<file path="src/hw/rtl/leb_pkg.sv">
// shared types and constants of the line edit buffer
`default_nettype none

package leb_pkg;

  localparam int LINE_STORE  = 64;
  localparam int LINE_CAP    = LINE_STORE - 2;
  localparam int CUR_W       = $clog2(LINE_STORE);
  localparam int OP_W        = 4;
  localparam int CHAR_W      = 8;
  localparam int POS_W       = 8;
  localparam int IN_TDATA_W  = 24;
  localparam int OUT_TDATA_W = 32;
  localparam int OUT_USED_W  = 2 * CUR_W + 2 * CHAR_W + 1;

  localparam logic [CUR_W-1:0] CAP_C      = CUR_W'(LINE_CAP);
  localparam logic [CUR_W-1:0] CAP_LAST_C = CUR_W'(LINE_CAP - 1);

  typedef enum logic [OP_W-1:0] {
    OP_INSERT    = 4'd0,
    OP_BACKSPACE = 4'd1,
    OP_LEFT      = 4'd2,
    OP_RIGHT     = 4'd3,
    OP_HOME      = 4'd4,
    OP_END       = 4'd5,
    OP_SET_CUR   = 4'd6,
    OP_CANCEL    = 4'd7,
    OP_FINISH    = 4'd8
  } leb_op_t;

  typedef enum logic [3:0] {
    CMD_NONE,
    CMD_LOAD,
    CMD_SETUP_INS,
    CMD_SETUP_BS,
    CMD_SHIFT_R,
    CMD_SHIFT_L,
    CMD_INS_PUT,
    CMD_BS_DONE,
    CMD_APPLY,
    CMD_FIN_START,
    CMD_FIN_NEXT,
    CMD_FIN_DONE
  } leb_cmd_t;

  typedef enum logic [3:0] {
    ST_IDLE,
    ST_DISPATCH,
    ST_SHIFT_R,
    ST_SHIFT_L,
    ST_STAT_RD,
    ST_STAT_OUT,
    ST_FIN_RD,
    ST_FIN_OUT
  } leb_state_t;

  typedef struct packed {
    leb_cmd_t cmd;
    logic     out_line;
  } leb_ctl_t;

  typedef struct packed {
    leb_op_t op;
    logic    cursor_zero;
    logic    len_zero;
    logic    cnt_zero;
    logic    fin_last;
  } leb_stat_t;

endpackage

`default_nettype wire

</file>
<file path="src/hw/rtl/leb_ctrl.sv">
// controller state machine of the line edit buffer
`default_nettype none

module leb_ctrl (
  input  wire logic              clk,
  input  wire logic              rst_n,
  input  wire logic              in_tvalid,
  output logic                   in_tready,
  output logic                   out_tvalid,
  input  wire logic              out_tready,
  output leb_pkg::leb_ctl_t      ctl,
  input  wire leb_pkg::leb_stat_t stat
);
  import leb_pkg::*;

  leb_state_t state_r;
  leb_state_t state_nxt;

  always_ff @(posedge clk) begin
    if (!rst_n) begin
      state_r <= ST_IDLE;
    end else begin
      state_r <= state_nxt;
    end
  end

  always_comb begin
    state_nxt    = state_r;
    ctl.cmd      = CMD_NONE;
    ctl.out_line = 1'b0;
    in_tready    = 1'b0;
    out_tvalid   = 1'b0;
    unique case (state_r)
      ST_IDLE: begin
        in_tready = 1'b1;
        if (in_tvalid) begin
          ctl.cmd   = CMD_LOAD;
          state_nxt = ST_DISPATCH;
        end
      end
      ST_DISPATCH: begin
        unique case (stat.op)
          OP_INSERT: begin
            ctl.cmd   = CMD_SETUP_INS;
            state_nxt = ST_SHIFT_R;
          end
          OP_BACKSPACE: begin
            if (stat.cursor_zero) begin
              ctl.cmd   = CMD_APPLY;
              state_nxt = ST_STAT_RD;
            end else begin
              ctl.cmd   = CMD_SETUP_BS;
              state_nxt = ST_SHIFT_L;
            end
          end
          OP_FINISH: begin
            if (stat.len_zero) begin
              ctl.cmd   = CMD_APPLY;
              state_nxt = ST_STAT_RD;
            end else begin
              ctl.cmd   = CMD_FIN_START;
              state_nxt = ST_FIN_RD;
            end
          end
          default: begin
            ctl.cmd   = CMD_APPLY;
            state_nxt = ST_STAT_RD;
          end
        endcase
      end
      ST_SHIFT_R: begin
        if (stat.cnt_zero) begin
          ctl.cmd   = CMD_INS_PUT;
          state_nxt = ST_STAT_RD;
        end else begin
          ctl.cmd = CMD_SHIFT_R;
        end
      end
      ST_SHIFT_L: begin
        if (stat.cnt_zero) begin
          ctl.cmd   = CMD_BS_DONE;
          state_nxt = ST_STAT_RD;
        end else begin
          ctl.cmd = CMD_SHIFT_L;
        end
      end
      ST_STAT_RD: begin
        state_nxt = ST_STAT_OUT;
      end
      ST_STAT_OUT: begin
        out_tvalid = 1'b1;
        if (out_tready) begin
          state_nxt = ST_IDLE;
        end
      end
      ST_FIN_RD: begin
        ctl.out_line = 1'b1;
        state_nxt    = ST_FIN_OUT;
      end
      ST_FIN_OUT: begin
        ctl.out_line = 1'b1;
        out_tvalid   = 1'b1;
        if (out_tready) begin
          if (stat.fin_last) begin
            ctl.cmd   = CMD_FIN_DONE;
            state_nxt = ST_IDLE;
          end else begin
            ctl.cmd = CMD_FIN_NEXT;
          end
        end
      end
      default: begin
        state_nxt = ST_IDLE;
      end
    endcase
  end

  a_no_overlap: assert property (@(posedge clk) disable iff (!rst_n)
    !(in_tready && out_tvalid))
    else $error("input taken while a result is pending");

  a_shift_r_end: assert property (@(posedge clk) disable iff (!rst_n)
    (state_r == ST_SHIFT_R && stat.cnt_zero) |=> (state_r == ST_STAT_RD))
    else $error("insert shift did not finish with the status read");

  a_fin_end: assert property (@(posedge clk) disable iff (!rst_n)
    (state_r == ST_FIN_OUT && out_tready && stat.fin_last) |=> in_tready)
    else $error("line stream did not return to idle");

endmodule

`default_nettype wire

</file>
<file path="src/hw/rtl/leb_dpath.sv">
// datapath of the line edit buffer: character store, cursor, length and result mux
`default_nettype none

module leb_dpath (
  input  wire logic                               clk,
  input  wire logic                               rst_n,
  input  wire logic [leb_pkg::IN_TDATA_W-1:0]     in_tdata,
  output logic [leb_pkg::OUT_TDATA_W-1:0]         out_tdata,
  output logic                                    out_tuser,
  output logic                                    out_tlast,
  input  wire leb_pkg::leb_ctl_t                  ctl,
  output leb_pkg::leb_stat_t                      stat
);
  import leb_pkg::*;

  logic [CHAR_W-1:0] mem [LINE_STORE];

  logic [CUR_W-1:0]        cursor_r, cursor_nxt;
  logic [CUR_W-1:0]        length_r, length_nxt;
  logic [CUR_W-1:0]        ptr_r, ptr_nxt;
  logic [CUR_W-1:0]        cnt_r, cnt_nxt;
  leb_op_t                 op_r, op_nxt;
  logic [CHAR_W-1:0]       ch_r, ch_nxt;
  logic signed [POS_W-1:0] pos_r, pos_nxt;
  logic [CHAR_W-1:0]       rdata_r;

  logic                    we;
  logic [CUR_W-1:0]        wa;
  logic [CHAR_W-1:0]       wd;
  logic [CUR_W-1:0]        cursor_inc, length_inc, length_dec;
  logic [CHAR_W-1:0]       prev_char;

  assign cursor_inc = cursor_r + 1'b1;
  assign length_inc = length_r + 1'b1;
  assign length_dec = length_r - 1'b1;

  always_comb begin
    cursor_nxt = cursor_r;
    length_nxt = length_r;
    ptr_nxt    = ptr_r;
    cnt_nxt    = cnt_r;
    op_nxt     = op_r;
    ch_nxt     = ch_r;
    pos_nxt    = pos_r;
    we         = 1'b0;
    wa         = ptr_r;
    wd         = rdata_r;
    unique case (ctl.cmd)
      CMD_NONE: begin
      end
      CMD_LOAD: begin
        op_nxt  = leb_op_t'(in_tdata[OP_W-1:0]);
        ch_nxt  = in_tdata[OP_W+CHAR_W-1:OP_W];
        pos_nxt = in_tdata[OP_W+CHAR_W+POS_W-1:OP_W+CHAR_W];
      end
      CMD_SETUP_INS: begin
        ptr_nxt = length_dec;
        cnt_nxt = length_r - cursor_r;
      end
      CMD_SETUP_BS: begin
        ptr_nxt = cursor_r;
        cnt_nxt = length_r - cursor_r;
      end
      CMD_SHIFT_R: begin
        we      = 1'b1;
        wa      = ptr_r + 1'b1;
        ptr_nxt = ptr_r - 1'b1;
        cnt_nxt = cnt_r - 1'b1;
      end
      CMD_SHIFT_L: begin
        we      = 1'b1;
        wa      = ptr_r - 1'b1;
        ptr_nxt = ptr_r + 1'b1;
        cnt_nxt = cnt_r - 1'b1;
      end
      CMD_INS_PUT: begin
        we         = 1'b1;
        wa         = cursor_r;
        wd         = ch_r;
        cursor_nxt = (cursor_inc >= CAP_C) ? CAP_LAST_C : cursor_inc;
        length_nxt = (length_inc >= CAP_C) ? CAP_C : length_inc;
        ptr_nxt    = cursor_nxt - 1'b1;
      end
      CMD_BS_DONE: begin
        cursor_nxt = cursor_r - 1'b1;
        length_nxt = length_dec;
        ptr_nxt    = cursor_nxt - 1'b1;
      end
      CMD_APPLY: begin
        case (op_r) inside
          OP_LEFT: begin
            if (cursor_r != '0) cursor_nxt = cursor_r - 1'b1;
          end
          OP_RIGHT: begin
            if (cursor_r < length_r) cursor_nxt = cursor_inc;
          end
          OP_HOME: cursor_nxt = '0;
          OP_END:  cursor_nxt = length_r;
          OP_SET_CUR: begin
            if (pos_r[POS_W-1]) begin
              cursor_nxt = '0;
            end else if (pos_r[POS_W-2:0] > {1'b0, length_r}) begin
              cursor_nxt = length_r;
            end else begin
              cursor_nxt = pos_r[CUR_W-1:0];
            end
          end
          OP_CANCEL, OP_FINISH: begin
            cursor_nxt = '0;
            length_nxt = '0;
          end
          default: begin
          end
        endcase
        ptr_nxt = cursor_nxt - 1'b1;
      end
      CMD_FIN_START: ptr_nxt = '0;
      CMD_FIN_NEXT:  ptr_nxt = ptr_r + 1'b1;
      CMD_FIN_DONE: begin
        cursor_nxt = '0;
        length_nxt = '0;
      end
      default: begin
      end
    endcase
  end

  always_ff @(posedge clk) begin
    if (!rst_n) begin
      cursor_r <= '0;
      length_r <= '0;
    end else begin
      cursor_r <= cursor_nxt;
      length_r <= length_nxt;
    end
  end

  always_ff @(posedge clk) begin
    ptr_r <= ptr_nxt;
    cnt_r <= cnt_nxt;
    op_r  <= op_nxt;
    ch_r  <= ch_nxt;
    pos_r <= pos_nxt;
  end

  // store: one write port, registered read at the next pointer
  always_ff @(posedge clk) begin
    if (we) begin
      mem[wa] <= wd;
    end
    rdata_r <= mem[ptr_nxt];
  end

  assign stat.op          = op_r;
  assign stat.cursor_zero = (cursor_r == '0);
  assign stat.len_zero    = (length_r == '0);
  assign stat.cnt_zero    = (cnt_r == '0);
  assign stat.fin_last    = (ptr_r == length_dec);

  assign prev_char = (cursor_r != '0) ? rdata_r : '0;

  always_comb begin
    if (ctl.out_line) begin
      out_tdata = {(OUT_TDATA_W - OUT_USED_W)'(0), rdata_r, 1'b0, {CHAR_W{1'b0}},
                   {CUR_W{1'b0}}, {CUR_W{1'b0}}};
      out_tuser = 1'b1;
      out_tlast = stat.fin_last;
    end else begin
      out_tdata = {(OUT_TDATA_W - OUT_USED_W)'(0), {CHAR_W{1'b0}}, (length_r != '0),
                   prev_char, length_r, cursor_r};
      out_tuser = 1'b0;
      out_tlast = 1'b1;
    end
  end

  a_cursor_in_line: assert property (@(posedge clk) disable iff (!rst_n)
    cursor_r <= length_r)
    else $error("cursor beyond line length");

  a_len_cap: assert property (@(posedge clk) disable iff (!rst_n)
    length_r <= CAP_C)
    else $error("line length above capacity");

  a_fin_clears: assert property (@(posedge clk) disable iff (!rst_n)
    (ctl.cmd == CMD_FIN_DONE) |=> (length_r == '0 && cursor_r == '0))
    else $error("finished line not cleared");

endmodule

`default_nettype wire

</file>
<file path="src/hw/rtl/line_edit_buffer_core.sv">
// top level of the line edit buffer
//
// keystroke events enter on the in_ stream: one request carries an operation
// (insert, backspace, left, right, home, end, set cursor, cancel, finish), a
// character and a signed cursor position. every event gives one status result
// on the out_ stream (cursor, length, character before the cursor, editing flag,
// tuser low, tlast high), except finish on a non-empty line, which instead
// streams the line one character per result with tuser high and tlast on the
// final character, then clears the line.
// one event is handled at a time; in_tready is high only while the block idles.
// a request is taken in the idle state and decoded in a dispatch state; for a
// status result the store is then read and the result offered on the out_
// stream. insert and backspace away from the line start first move the
// characters behind the cursor in the store one at a time (up to 62), since the
// store has one read and one write per cycle; a finished line streams one
// character per cycle while out_tready is high. the next request is taken the
// cycle after the last result. a stalled out_tready holds the result and the block waits.
// reset clears cursor and length; the store content needs no clearing.
`default_nettype none

module line_edit_buffer_core (
  input  wire logic                           clk,
  input  wire logic                           rst_n,
  input  wire logic                           in_tvalid,
  output logic                                in_tready,
  // [3:0] operation, [11:4] char_code, [19:12] new_position
  input  wire logic [leb_pkg::IN_TDATA_W-1:0] in_tdata,
  output logic                                out_tvalid,
  input  wire logic                           out_tready,
  // [5:0] cursor, [11:6] length, [19:12] prev_char, [20] editing, [28:21] line_char
  output logic [leb_pkg::OUT_TDATA_W-1:0]     out_tdata,
  // [0] line_valid
  output logic                                out_tuser,
  output logic                                out_tlast
);
  import leb_pkg::*;

  leb_ctl_t  ctl;
  leb_stat_t stat;

  leb_ctrl u_ctrl (
    .clk        (clk),
    .rst_n      (rst_n),
    .in_tvalid  (in_tvalid),
    .in_tready  (in_tready),
    .out_tvalid (out_tvalid),
    .out_tready (out_tready),
    .ctl        (ctl),
    .stat       (stat)
  );

  leb_dpath u_dpath (
    .clk       (clk),
    .rst_n     (rst_n),
    .in_tdata  (in_tdata),
    .out_tdata (out_tdata),
    .out_tuser (out_tuser),
    .out_tlast (out_tlast),
    .ctl       (ctl),
    .stat      (stat)
  );

endmodule

`default_nettype wire
</file>
<file path="config.mk">
export PLATFORM = sky130hd
export DESIGN_NAME = line_edit_buffer_core
export DESIGN_NICKNAME = d
export VERILOG_FILES = /design/src/hw/rtl/leb_pkg.sv /design/src/hw/rtl/leb_ctrl.sv /design/src/hw/rtl/leb_dpath.sv /design/src/hw/rtl/line_edit_buffer_core.sv
export SDC_FILE = /design/constraint.sdc
export NUM_CORES = 1
export LEC_CHECK = 0
export ABC_AREA = 0
export BUFFER_PORTS_ARGS = -buffer_cell sky130_fd_sc_hd__buf_2
export CORE_MARGIN = 2
export CORE_UTILIZATION = 35
export DETAILED_ROUTE_END_ITERATION = 6
export REMOVE_ABC_BUFFERS = 1
export SLEW_MARGIN = 5
export SYNTH_ARGS = -nofsm -noshare
export SYNTH_HDL_FRONTEND = slang
export SYNTH_SLANG_ARGS = --single-unit
</file>
<file path="constraint.sdc">
create_clock -name clk -period 5.45 [get_ports clk]
set_input_delay 0.8175 -clock clk [delete_from_list [all_inputs] [get_ports clk]]
set_output_delay 0.8175 -clock clk [all_outputs]
set_load 0.05 [all_outputs]
</file>
# == Yosys cells after proc, flatten, opt, wreduce, memory -nomap -nowiden ==
# Memories as Yosys holds them, arrays and structs flattened. A register that Yosys moved wholly into a read port is not among the register bits.
# Index checks and enable logic that the tools add are counted.
# op_classes
magnitude_cmp,4
eq_ne,38
mux,53
add_sub_neg,11
reduce_logical,19
# ops
op,n
$mux W6,19
$eq A4 B3 Y1 const B,12
$pmux W6 S4,2
$pmux W6 S8,1
$sub A6 B1 Y6 const B,7
$mux W29,1
$mux W4,7
$pmux W4 S7,1
$eq A4 B2 Y1 const B,6
$pmux W4 S3,2
$eq A4 B4 Y1 const B,5
$ne A2 B2 Y1 const B,10
$pmux W4 S5,1
$add A6 B1 Y6 const B,3
$logic_not A6 Y1,3
$pmux W6 S3,1
$mux W8,2
$reduce_or A2 Y1,7
$eq A4 B1 Y1 const B,3
$ge A6 B6 Y1 const B,2
$pmux W6 S2,1
$reduce_bool A6 Y1,2
$mux W1,11
$logic_not A4 Y1,2
other kinds (12),14
# totals
inputBits,28
word_cells,134
ram_bits,512
reg_bits,48
n_memories,1
out_inout_bits,36
# memory_table
memory,words,width,rd,rd_clocked_by_memory_dff,write_ports,line,source
u_dpath.mem,64,8,1,1,1,leb_dpath.sv:16,logic [CHAR_W-1:0] mem [LINE_STORE];

# == Logic depth before layout (Yosys ltp) ==
# Gate-level depths: netlist of run 1.
# depth
word_depth,11
depth_mapped,25
ltp_nobuf,21

# == Modules after synthesis ==
# A second synthesis of run 1 with hierarchy kept.
# hier_totals
cells_unflattened,2015
area_unflattened_um2,26360.3
# modules_own_cells
mod,cells_each,area_each_um2,seq_area_each_um2,instances
leb_dpath,1969,26031.2,16676.0,1
leb_ctrl,46,329.1,60.1,1

# == Worst setup path before layout of run 1 ==
# No wires, ideal clock.
# synth_timing
path_type,register to register
start,reg u_dpath.length_r[0]
end,reg u_dpath.rdata_r[1] (read register of u_dpath.mem)
arrival_ps,4794
required_ps,5313
synth_period_minus_slack_ps,4932
stages_incl_launch_ff,24
setup_slack_ps,518
setup_ps,137
cell_sequence,dfxtp_1 buf_2 inv_1 ha_1 fa_1 nor2b_1 o31ai_2 a21oi_1 mux2_2 a211oi_1 o22a_1 o21a_1 ha_1 o22ai_1 a221o_1 nor2_2 inv_1 buf_2 clkbuf_1 nand3_1 a2111oi_0 a211oi_1 a22oi_1 o221ai_1
# synth_via
elab_chain_len,11
# synth_lines
element,line,source
start: declaration,leb_dpath.sv:19,"logic [CUR_W-1:0] length_r, length_nxt;"
start signal: assignment,leb_dpath.sv:134,length_r <= length_nxt;
$gt A7 B6 Y1,leb_dpath.sv:102,"end else if (pos_r[POS_W-2:0] > {1'b0, length_r}) begin"
$mux W6,leb_dpath.sv:102,
$mux W6,leb_dpath.sv:100,if (pos_r[POS_W-1]) begin
$mux W6 (5 in a row),leb_dpath.sv:90,case (op_r) inside
$mux W6,leb_dpath.sv:48,unique case (ctl.cmd)
$sub A6 B1 Y6,leb_dpath.sv:115,ptr_nxt = cursor_nxt - 1'b1;
$pmux W6 S8 *,leb_dpath.sv:48,
end: declaration,leb_dpath.sv:25,logic [CHAR_W-1:0] rdata_r;
# Every way passes the cells marked *; elsewhere a longest branch is shown, timed or not. The select of a mux whose other input is x is not followed.
# A chain may end at the register's enable or synchronous reset.

# == Worst setup path in the final report of run 1 ==
# layout_timing
start,reg u_dpath.length_r[2]
end,reg u_dpath.rdata_r[6] (read register of u_dpath.mem)
# The elaborated chain is that of the path after synthesis.

==> results.toml, run 1 <==
[status]
status = "complete, no violations"

[worst_setup_path]
critPathMaxFanout = 19
crit_chain = "inv_1 -> ha_1 -> a21oi_1 -> a21boi_1 -> or3b_2 -> a31oi_1 -> a211oi_2 -> o22a_1 -> o21a_1 -> ha_1 -> o22ai_2 -> a221o_1 -> nor2_4 -> buf_12 -> buf_12 -> nand2_1 -> a21oi_1 -> a311oi_1 -> buf_4 -> a22oi_1 -> a22oi_1 -> o221ai_1"
worst_ep_required_time_ns = 6.00
cpMaxStageDelayCell = "a22oi_1"
cp-end-kind = "flop"
crit_arrival_ns = 5.83
path_class = "flop to flop"
crit_path_max_incr_delay_ns = 0.50
worst_setup_path_start_kind = "flop"

[finish]
antennaDiodeCount = 0
final_cells = 3395
fin_area_sq_um = 30600
nFillCells = 6892
area_growth_pct = 16.5
seqCellArea_sq_um = 16700
drive_above_1_share_pct = 16.7
num-nets-final = 2430
multiInputGateArea_sq_um = 8890

[route]
routed_wl_um = 82100
dr_total_vias = 19600
antenna_left = 0
drc_errors = 0
routed_via_density = 5.77
drt_iter0_drc = 2109
drt_first_pass_iters = 7
wl_per_cell_um = 24.2

[power]
vdd_drop_max_mv = 0.264
p_leak_nw = 10.6
swShare_pct = 38.6
power.density_nw_per_um2 = 507
combPwrFrac_pct = 38.7
power.total_mw = 15.5
clkPwrFrac_pct = 25.0
p_seq_share_pct = 36.3
p_int_mw = 9.54
power_switching_mw = 6.00

[clock_tree]
cts_tree = "yes"
cts.sinks = 567
h-tree-depth = 2
clkTransAtPathRegs_ns = 0.06
clockRootBuffer = "clkbuf_16"
ctsLongestPathBuffers = 3
numCtsBuffers = 59
holdBufCountCts = 0
clock_latency_ns = 0.65

[floorplanning]
coreArea_sq_um = 74400
die_area_sq_um = 77300
rows = 100
chipWidth_um = 278
ios = 64
die_h_um = 278
start_util_pct = 35.3

[logic_synthesis]
ys_ff_latch = 567
seq_area_frac_synth_pct = 63.7
postSynthAreaPerCell_sq_um = 11.7
synth.top_cells.by_area = "edfxtp_1 61%, nand2_1 5.2%, nand3_1 3.0%"
synth_top_family_by_area = "simple AND/OR/NAND/NOR gates"
synth_area_leader_cell = "edfxtp_1"
synth.distinct_cells = 96
synth_top_area_share_pct = 61.5
synth.area.mux_share_pct = 0.847
synthArstFlopShare_pct = 0
synth_edf_count = 538
synth_compound_area_share_pct = 13.7
synthXorXnorAreaFrac_pct = 1.41
synthFlopType = "edfxtp_1"
synth_fa_ha_area_share_pct = 1.17
yosysWarnings = 0
synthSimpleGateAreaFrac_pct = 15.9
netlist_area_sq_um = 26300
synth_cells = 2255

[global_route]
grt_use_total_pct = 20.4
antenna_found_initial = 4
grt_max_degree = 112
grt_pass1_wl_um = 120000
grt.overflow.total = 0
grt_pass1_vias = 18500

[run]
maxCapViolCount = 0

[sta]
slew_violations = 0
tightest_slew_ns = 0.991
slew-limit-headroom_pct = 33.9
hold_viol = 0
min_period_ns = 5.28
fmax_mhz = 189
worst_slack_ns = 0.167
hold-worst-slack_ns = 0.357
setup_viol = 0
final.period_utilization_pct = 96.9
skew_ns = 0.0281
rsz0062_at_grt = "no"

[place]
place_inst = 3282
gp_congestion = 0.930
dp_hpwl_um = 53400
dpl_cell_area_sq_um = 28600
io_buffers = 56
pre_cts_ws_ns = -0.0291

[worst_hold_path]
hp-class = "primary input to flop"
-- worst paths after layout --
kind / start / end / slack, ns / cells past startpoint
worst max register to register: u_dpath.length_r[2] / u_dpath.rdata_r[6] / 0.17 / 22
worst min-delay path: in_tdata[2] / u_dpath.op_r[2] / 0.36 / 1
worst max-delay path: u_dpath.length_r[2] / u_dpath.rdata_r[6] / 0.17 / 22
worst min register to register: u_dpath.cnt_r[0] / u_dpath.cnt_r[0] / 0.63 / 1
-- critical path, delay by kind of cell, from the launching register on --
kind / cells / cell delay [ns]
flip-flops: 1 / 0.37
adder cells (fa/ha/maj): 2 / 0.66
AO/OA/AOI/OAI: 13 / 2.62
buffers and inverters: 4 / 0.76
AND/OR/NAND/NOR: 3 / 0.76
-- state kept, by name, indices dropped and copies added (netlist names) --
register / count
u_dpath.cursor_r: 6
u_dpath.rdata_r: 8
u_dpath.ptr_r: 6
u_dpath.pos_r: 8
u_dpath.ch_r: 8
u_dpath.cnt_r: 6
u_dpath.mem: 512
u_ctrl.state_r: 3
u_dpath.op_r: 4
u_dpath.length_r: 6
-- kinds of logic after synthesis --
family,after synthesis
simple gates,890
flops,567
compound gates,514
buf+inv,202
xor+xnor,36
fa+ha+maj,24
mux,21
other cells,1
-- timing repair --
item                                    4_1_cts  5_1_grt
gates cloned                                  0        2
resized for setup                             1       24
endpoints found under the setup margin        1        8
setup buffers                                 0        2
pin swaps                                     0        1
-- cell usage after synthesis (13+ instances only) --
library cell,number
buf_1,13
a31oi_1,43
ha_1,23
clkbuf_1,89
edfxtp_1,538
inv_1,31
a21oi_1,97
a211oi_1,66
xnor2_1,26
a311oi_1,36
buf_2,58
and3_1,87
nand3_1,158
dfxtp_1,29
nor3_1,23
o22ai_1,21
o21ai_0,81
nand2_1,366
a22oi_1,24
nor2_1,155
-- routing by layer --
layer	vias to the layer above	GRT usage (%)	part of all wire (%)
met4	0	6.43	3.2
met5	-	0	0
li1	8804	-	-
met3	142	3.20	8.3
met1	9720	28.1	42
met2	924	33.1	46
-- power groups by stage --
stage | Sequential, mW | Clock (mW) | Combinational [mW]
after floorplan | 5.66 | 0 | 3.26
after global placement | 5.72 | 0 | 5.68
after detailed placement | 5.72 | 0 | 5.79
after CTS | 5.63 | 3.96 | 5.81
after global routing | 5.64 | 4.11 | 6.40
final | 5.64 | 3.89 | 6.01
-- layout make-up --
cell class	instances	share of cell area, %
Sequential cell	567	54.6
Multi-Input combinational cell	1488	29.0
Timing Repair Buffer	226	5.86
Clock buffer	68	5.00
Tap cell	969	3.96
Clock inverter	41	1.07
Inverter	36	0.466
-- layout by cell type, fill, tap and decap left out, types with 16 or more instances in the layout --
master	count
a211oi_1	59
a22oi_1	24
nor3_1	23
nand2_1	357
edfxtp_1	538
xnor2_1	26
a311oi_1	33
o21ai_0	81
nor2_1	155
and3_1	87
dfxtp_1	29
o22ai_1	20
clkinv_1	22
a31oi_1	43
buf_4	151
a21oi_1	97
clkbuf_16	61
buf_12	16
buf_2	56
inv_1	30
ha_1	23
nand3_1	158
-- stage by stage --
step,util [%],TNS (ns)
after global placement,38.4,0
after floorplan,-,-53.27
after detailed placement,38.4,-0.0291
final,41.1,0
after CTS,40.9,0
after global routing,41.1,0
(Power assumes the default switching activity.)
==> run 2: changes to the inputs <==
- CORE_ASPECT_RATIO: default -> 1.25
- CTS_CLUSTER_SIZE: default -> 28
==> run 2 against run 1 <==
  * Routed wire length down 1.6%
  * Total power fell by 0.80%
  * Sequential power barely moved
  * Via count up 0.20%
  * Clock power hardly changed
  * Critical path type unchanged
  * Critical endpoint is now u_dpath.rdata_r[5]
  * Highest routed layer unchanged
==> results.toml, run 2 (synthesis gave the netlist of run 1 again) <==
[global_route]
grt_use_total_pct = 20.3
antenna_found_initial = 0
grt_pass1_vias = 19300
grt.overflow.total = 0
grt_pass1_wl_um = 119000
grt_max_degree = 112

[place]
gp_congestion = 0.942
dp_hpwl_um = 53800
io_buffers = 56
pre_cts_ws_ns = -0.0476

[sta]
fmax_mhz = 191
rsz0062_at_grt = "no"
tightest_slew_ns = 1.15
skew_ns = 0.0368
min_period_ns = 5.24
setup_viol = 0
slew-limit-headroom_pct = 23.1
setup_tns_ns = 0
final.period_utilization_pct = 96.1
slew_violations = 0
hold_viol = 0
worst_slack_ns = 0.215

[power]
combPwrFrac_pct = 38.2
p_int_mw = 9.57
vdd_drop_max_mv = 0.290
clkPwrFrac_pct = 25.4
p_seq_share_pct = 36.4
p_leak_nw = 10.6
swShare_pct = 37.9
power.density_nw_per_um2 = 505
power_switching_mw = 5.85

[clock_tree]
h-tree-depth = 2
cts.sinks = 567
numCtsBuffers = 55
clock_latency_ns = 0.63
cts_tree = "yes"
clockRootBuffer = "clkbuf_16"
clkTransAtPathRegs_ns = 0.06
holdBufCountCts = 0
ctsLongestPathBuffers = 3

[route]
routed_via_density = 5.77
drt_first_pass_iters = 6
dr_total_vias = 19600
drc_errors = 0
drt_iter0_drc = 1925
routed_wl_um = 80800
wl_per_cell_um = 23.8
antenna_left = 0

[floorplanning]
coreArea_sq_um = 74600
ios = 64
die_area_sq_um = 77300
start_util_pct = 35.3
chipWidth_um = 249
rows = 112
die_h_um = 310

[finish]
largest_reg_flops = 512
layout_common_cells = "538 x edfxtp_1, 357 x nand2_1, 172 x buf_4"
num-nets-final = 2438
top_register = "u_dpath.mem"
antennaDiodeCount = 0
drive_above_1_share_pct = 16.5
area_growth_pct = 16.1
final_common_cell = "edfxtp_1"

[worst_setup_path]
path_class = "flop to flop"
r2r_slack_ns = 0.21
crit_arrival_ns = 5.79
worst_setup_path_start_kind = "flop"
worst_ep_required_time_ns = 6.00
cp-end-kind = "flop"
critPathMaxFanout = 23

[run]
maxCapViolCount = 0

[status]
status = "complete, no violations"

[worst_hold_path]
hp-class = "primary input to flop"
==> run 2: cell types whose count changed in the layout (fill, tap and decap cells not counted), moves of 5 or more <==
cell       delta
clkinv_1      -6
buf_12        -8
bufinv_16     +5
clkbuf_1      +5
clkinv_2      -5
buf_4        +21
==> run 2: cell type report <==
cell class | instances | area, sq um
Clock buffer | 68 | 1450
Clock inverter | 33 | 388
Fill cell | 7019 | 44000
Inverter | 36 | 145
Multi-Input combinational cell | 1488 | 8830
Sequential cell | 567 | 16700
Tap cell | 969 | 1210
Timing Repair Buffer | 238 | 1770
==> run 2: through the flow <==
step                instances  power, mW  util (%)  hold slack [ns]  area, sq um
global placement         3296       11.4      38.4            0.605        28600
global route             3399       16.0      41.0            0.343        30500
CTS                      3397       15.4      40.8            0.338        30400
floorplan                2091       8.92         -            0.560        25600
finish                   3399       15.4      41.0            0.363        30500
detailed placement       3296       11.4      38.4            0.624        28600
==> run 2: final timing paths <==
check | from | to | depth (start not counted)
setup / recovery | u_dpath.cursor_r[1] | u_dpath.rdata_r[5] | 20
hold / removal | in_tdata[12] | u_dpath.pos_r[0] | 1
setup reg to reg | u_dpath.cursor_r[1] | u_dpath.rdata_r[5] | 20
hold reg to reg | u_dpath.cnt_r[0] | u_dpath.cnt_r[0] | 1
==> run 2: metal layers <==
metal / share of wire [%] / vias to the layer above / track usage, % / routed length (um)
li1: - / 8818 / - / -
met1: 38 / 9749 / 23.9 / 31000
met2: 49 / 841 / 35.2 / 39300
met3: 6.6 / 221 / 3.23 / 5340
met4: 6.3 / 0 / 12.4 / 5130
met5: 0 / - / 0 / 0
==> run 2: power groups by stage <==
| stage | logic (mW) | clock network (mW) | registers (mW) |
|---|---|---|---|
| 3_3_place_gp | 5.66 | 0 | 5.70 |
| 5_1_grt | 6.27 | 4.14 | 5.62 |
| 4_1_cts | 5.77 | 3.98 | 5.61 |
| 2_1_floorplan | 3.26 | 0 | 5.66 |
| 6_report | 5.88 | 3.92 | 5.62 |
| 3_5_place_dp | 5.74 | 0 | 5.70 |
==> run 2: worst max-delay path: stages, from the launching register on <==
cell	delay [ns]
dfxtp_1	0.35
inv_1	0.18
ha_1	0.23
nor3b_2	0.40
nand3_2	0.21
a211o_1	0.39
a21oi_1	0.19
o22ai_1	0.19
a21o_1	0.23
ha_1	0.31
o22ai_2	0.13
a221o_1	0.34
nor2_4	0.24
buf_12	0.21
buf_12	0.18
buf_4	0.20
a211oi_1	0.06
a31oi_1	0.24
o22ai_1	0.19
or4_1	0.51
o2bb2ai_1	0.14
==> run 2: timing repair <==
| action | 4_1_cts | 5_1_grt |
|---|---|---|
| resized for setup | 2 | 14 |
| cloned | 0 | 1 |
| setup endpoints to repair | 2 | 8 |
| pin swaps | 0 | 2 |
| buffers inserted | 0 | 1 |
==> run 3: changes to the inputs <==
- MAX_ROUTING_LAYER: default -> met4
==> run 3 against run 2 <==
  * Global-route usage is 1.1 points higher
  * Register-to-register slack worse by 0.04 ns
  * Utilization is 0.25 points higher
  * Sequential power hardly changed
  * Critical path type unchanged
  * Largest power group unchanged
  * Die area stayed put
  * Setup slack worse by 0.040 ns
  * Flip-flop and latch count stayed put
  * Cell area is 0.61% higher
==> results.toml, run 3 (synthesis gave the netlist of run 1 again) <==
[status]
status = "complete, no violations"

[sta]
fmax_mhz = 190
skew_ns = 0.0361
min_period_ns = 5.28
final.period_utilization_pct = 96.8
rsz0062_at_grt = "no"
slew-limit-headroom_pct = 27.2
slew_violations = 0
setup_viol = 0
tightest_slew_ns = 1.09
hold_viol = 0

[power]
p_seq_share_pct = 36.0
p_leak_nw = 10.7
p_int_mw = 9.66
power.density_nw_per_um2 = 507
clkPwrFrac_pct = 25.4
combPwrFrac_pct = 38.6
vdd_drop_max_mv = 0.292
swShare_pct = 38.0
power.total_mw = 15.6
power_switching_mw = 5.91

[worst_hold_path]
hp-class = "primary input to flop"

[worst_setup_path]
worst_setup_path_start_kind = "flop"
path_class = "flop to flop"
cp-end-kind = "flop"
cpMostUsedCell = "buf_4"
cpMaxStageDelayCell = "or3b_2"
critPathMaxFanout = 15
crit_arrival_ns = 5.80
crit_path_max_incr_delay_ns = 0.48
worst_ep_required_time_ns = 5.98
crit_chain = "buf_4 -> inv_1 -> ha_1 -> a21oi_2 -> a21boi_1 -> or3b_2 -> a31oi_2 -> a211oi_1 -> o22a_1 -> o21a_1 -> ha_1 -> o22ai_2 -> a221o_1 -> nor2_4 -> inv_4 -> buf_12 -> buf_4 -> buf_4 -> a211oi_1 -> a311oi_1 -> a311oi_1 -> o21a_1 -> o2bb2ai_1"

[route]
antenna_left = 0
drc_errors = 0
drt_first_pass_iters = 5
dr_total_vias = 19500
wl_per_cell_um = 24.2
drt_iter0_drc = 1822
routed_wl_um = 82500
routed_via_density = 5.72

[clock_tree]
numCtsBuffers = 58
cts_tree = "yes"
h-tree-depth = 2
clockRootBuffer = "clkbuf_16"
ctsLongestPathBuffers = 3
holdBufCountCts = 0
cts.sinks = 567
clock_latency_ns = 0.65
clkTransAtPathRegs_ns = 0.07

[finish]
drive_above_1_share_pct = 17.3
num-nets-final = 2454
fin_area_sq_um = 30700
top_register = "u_dpath.mem"
final_common_cell = "edfxtp_1"
layout_common_cells = "538 x edfxtp_1, 357 x nand2_1, 182 x buf_4"
largest_reg_flops = 512
nFillCells = 7021
area_growth_pct = 16.8
antennaDiodeCount = 0

[global_route]
grt_pass1_wl_um = 122000
antenna_found_initial = 0
grt_max_degree = 98
grt_use_total_pct = 21.5
grt.overflow.total = 0
grt_pass1_vias = 19200

[place]
gp_congestion = 0.952
dpl_cell_area_sq_um = 28700
io_buffers = 56
dp_hpwl_um = 55700

[floorplanning]
die_h_um = 310
ios = 64
start_util_pct = 35.3
coreArea_sq_um = 74600
chipWidth_um = 249
die_area_sq_um = 77300
rows = 112

[run]
maxCapViolCount = 0
[run 3: cell types whose count changed in the layout (fill, tap and decap cells not counted), moves of 3 or more]
cell / before / now
nor4b_2: 1 / 4
nor4b_1: 5 / 2
a311oi_2: 3 / 6
a311oi_1: 35 / 32
inv_6: 1 / 4
clkbuf_16: 57 / 60
buf_4: 172 / 182
[run 3: final timing paths]
path / to / cells past startpoint / slack, ns / startpoint
hold reg to reg: u_dpath.cnt_r[0] / 1 / 0.62 / u_dpath.cnt_r[0]
hold / removal: u_dpath.ch_r[5] / 1 / 0.34 / in_tdata[9]
setup / recovery: u_dpath.rdata_r[5] / 23 / 0.17 / u_dpath.length_r[2]
setup reg to reg: u_dpath.rdata_r[5] / 23 / 0.17 / u_dpath.length_r[2]
[run 3: area by class of cell]
cell class	instances	area, sq um	share of cell area (%)
clock buffer	72	1530	4.97
sequential	567	16700	54.5
inverter	36	140	0.456
tap	969	1210	3.95
multi-input combinational	1488	8880	28.9
timing repair buffer	251	1890	6.17
clock inverter	32	322	1.05
[run 3: repair_timing]
item	in CTS	in global routing
pin swaps	0	3
setup buffers	0	3
gates cloned	0	1
endpoints found under the setup margin	1	8
resized for setup	1	22
[run 3: power groups by stage]
stage | sequential, mW | combinational (mW) | clock, mW
after detailed placement | 5.70 | 5.84 | 0
after CTS | 5.60 | 5.87 | 4.03
final | 5.61 | 6.00 | 3.95
after global placement | 5.70 | 5.77 | 0
after global routing | 5.62 | 6.39 | 4.17
after floorplan | 5.66 | 3.26 | 0
[run 3: worst max-delay path, delay by kind of cell, from the launching register on]
family / cells / cell delay [ns]
fa+ha+maj: 2 / 0.62
buf+inv: 6 / 1.00
compound gates: 13 / 2.45
flops: 1 / 0.35
simple gates: 2 / 0.73
[run 3: per-stage QoR]
stage	hold WS [ns]	util, %	setup TNS (ns)	worst slack [ns]	cells
floorplan	0.560	-	-53.27	-5.72	2091
global placement	0.606	38.5	-0.0153	-0.0153	3307
detailed placement	0.621	38.5	-0.0126	-0.0126	3307
CTS	0.299	41.0	0	0.0572	3411
global route	0.325	41.2	0	0.00813	3415
finish	0.341	41.2	0	0.174	3415
[run 3: routing by layer]
metal	track usage (%)	vias to the layer above	routed length, um
met5	-	-	0
met4	11.3	0	4410
met3	2.94	201	5010
met2	36.7	757	40900
met1	24.8	9713	32200
li1	-	8849	-
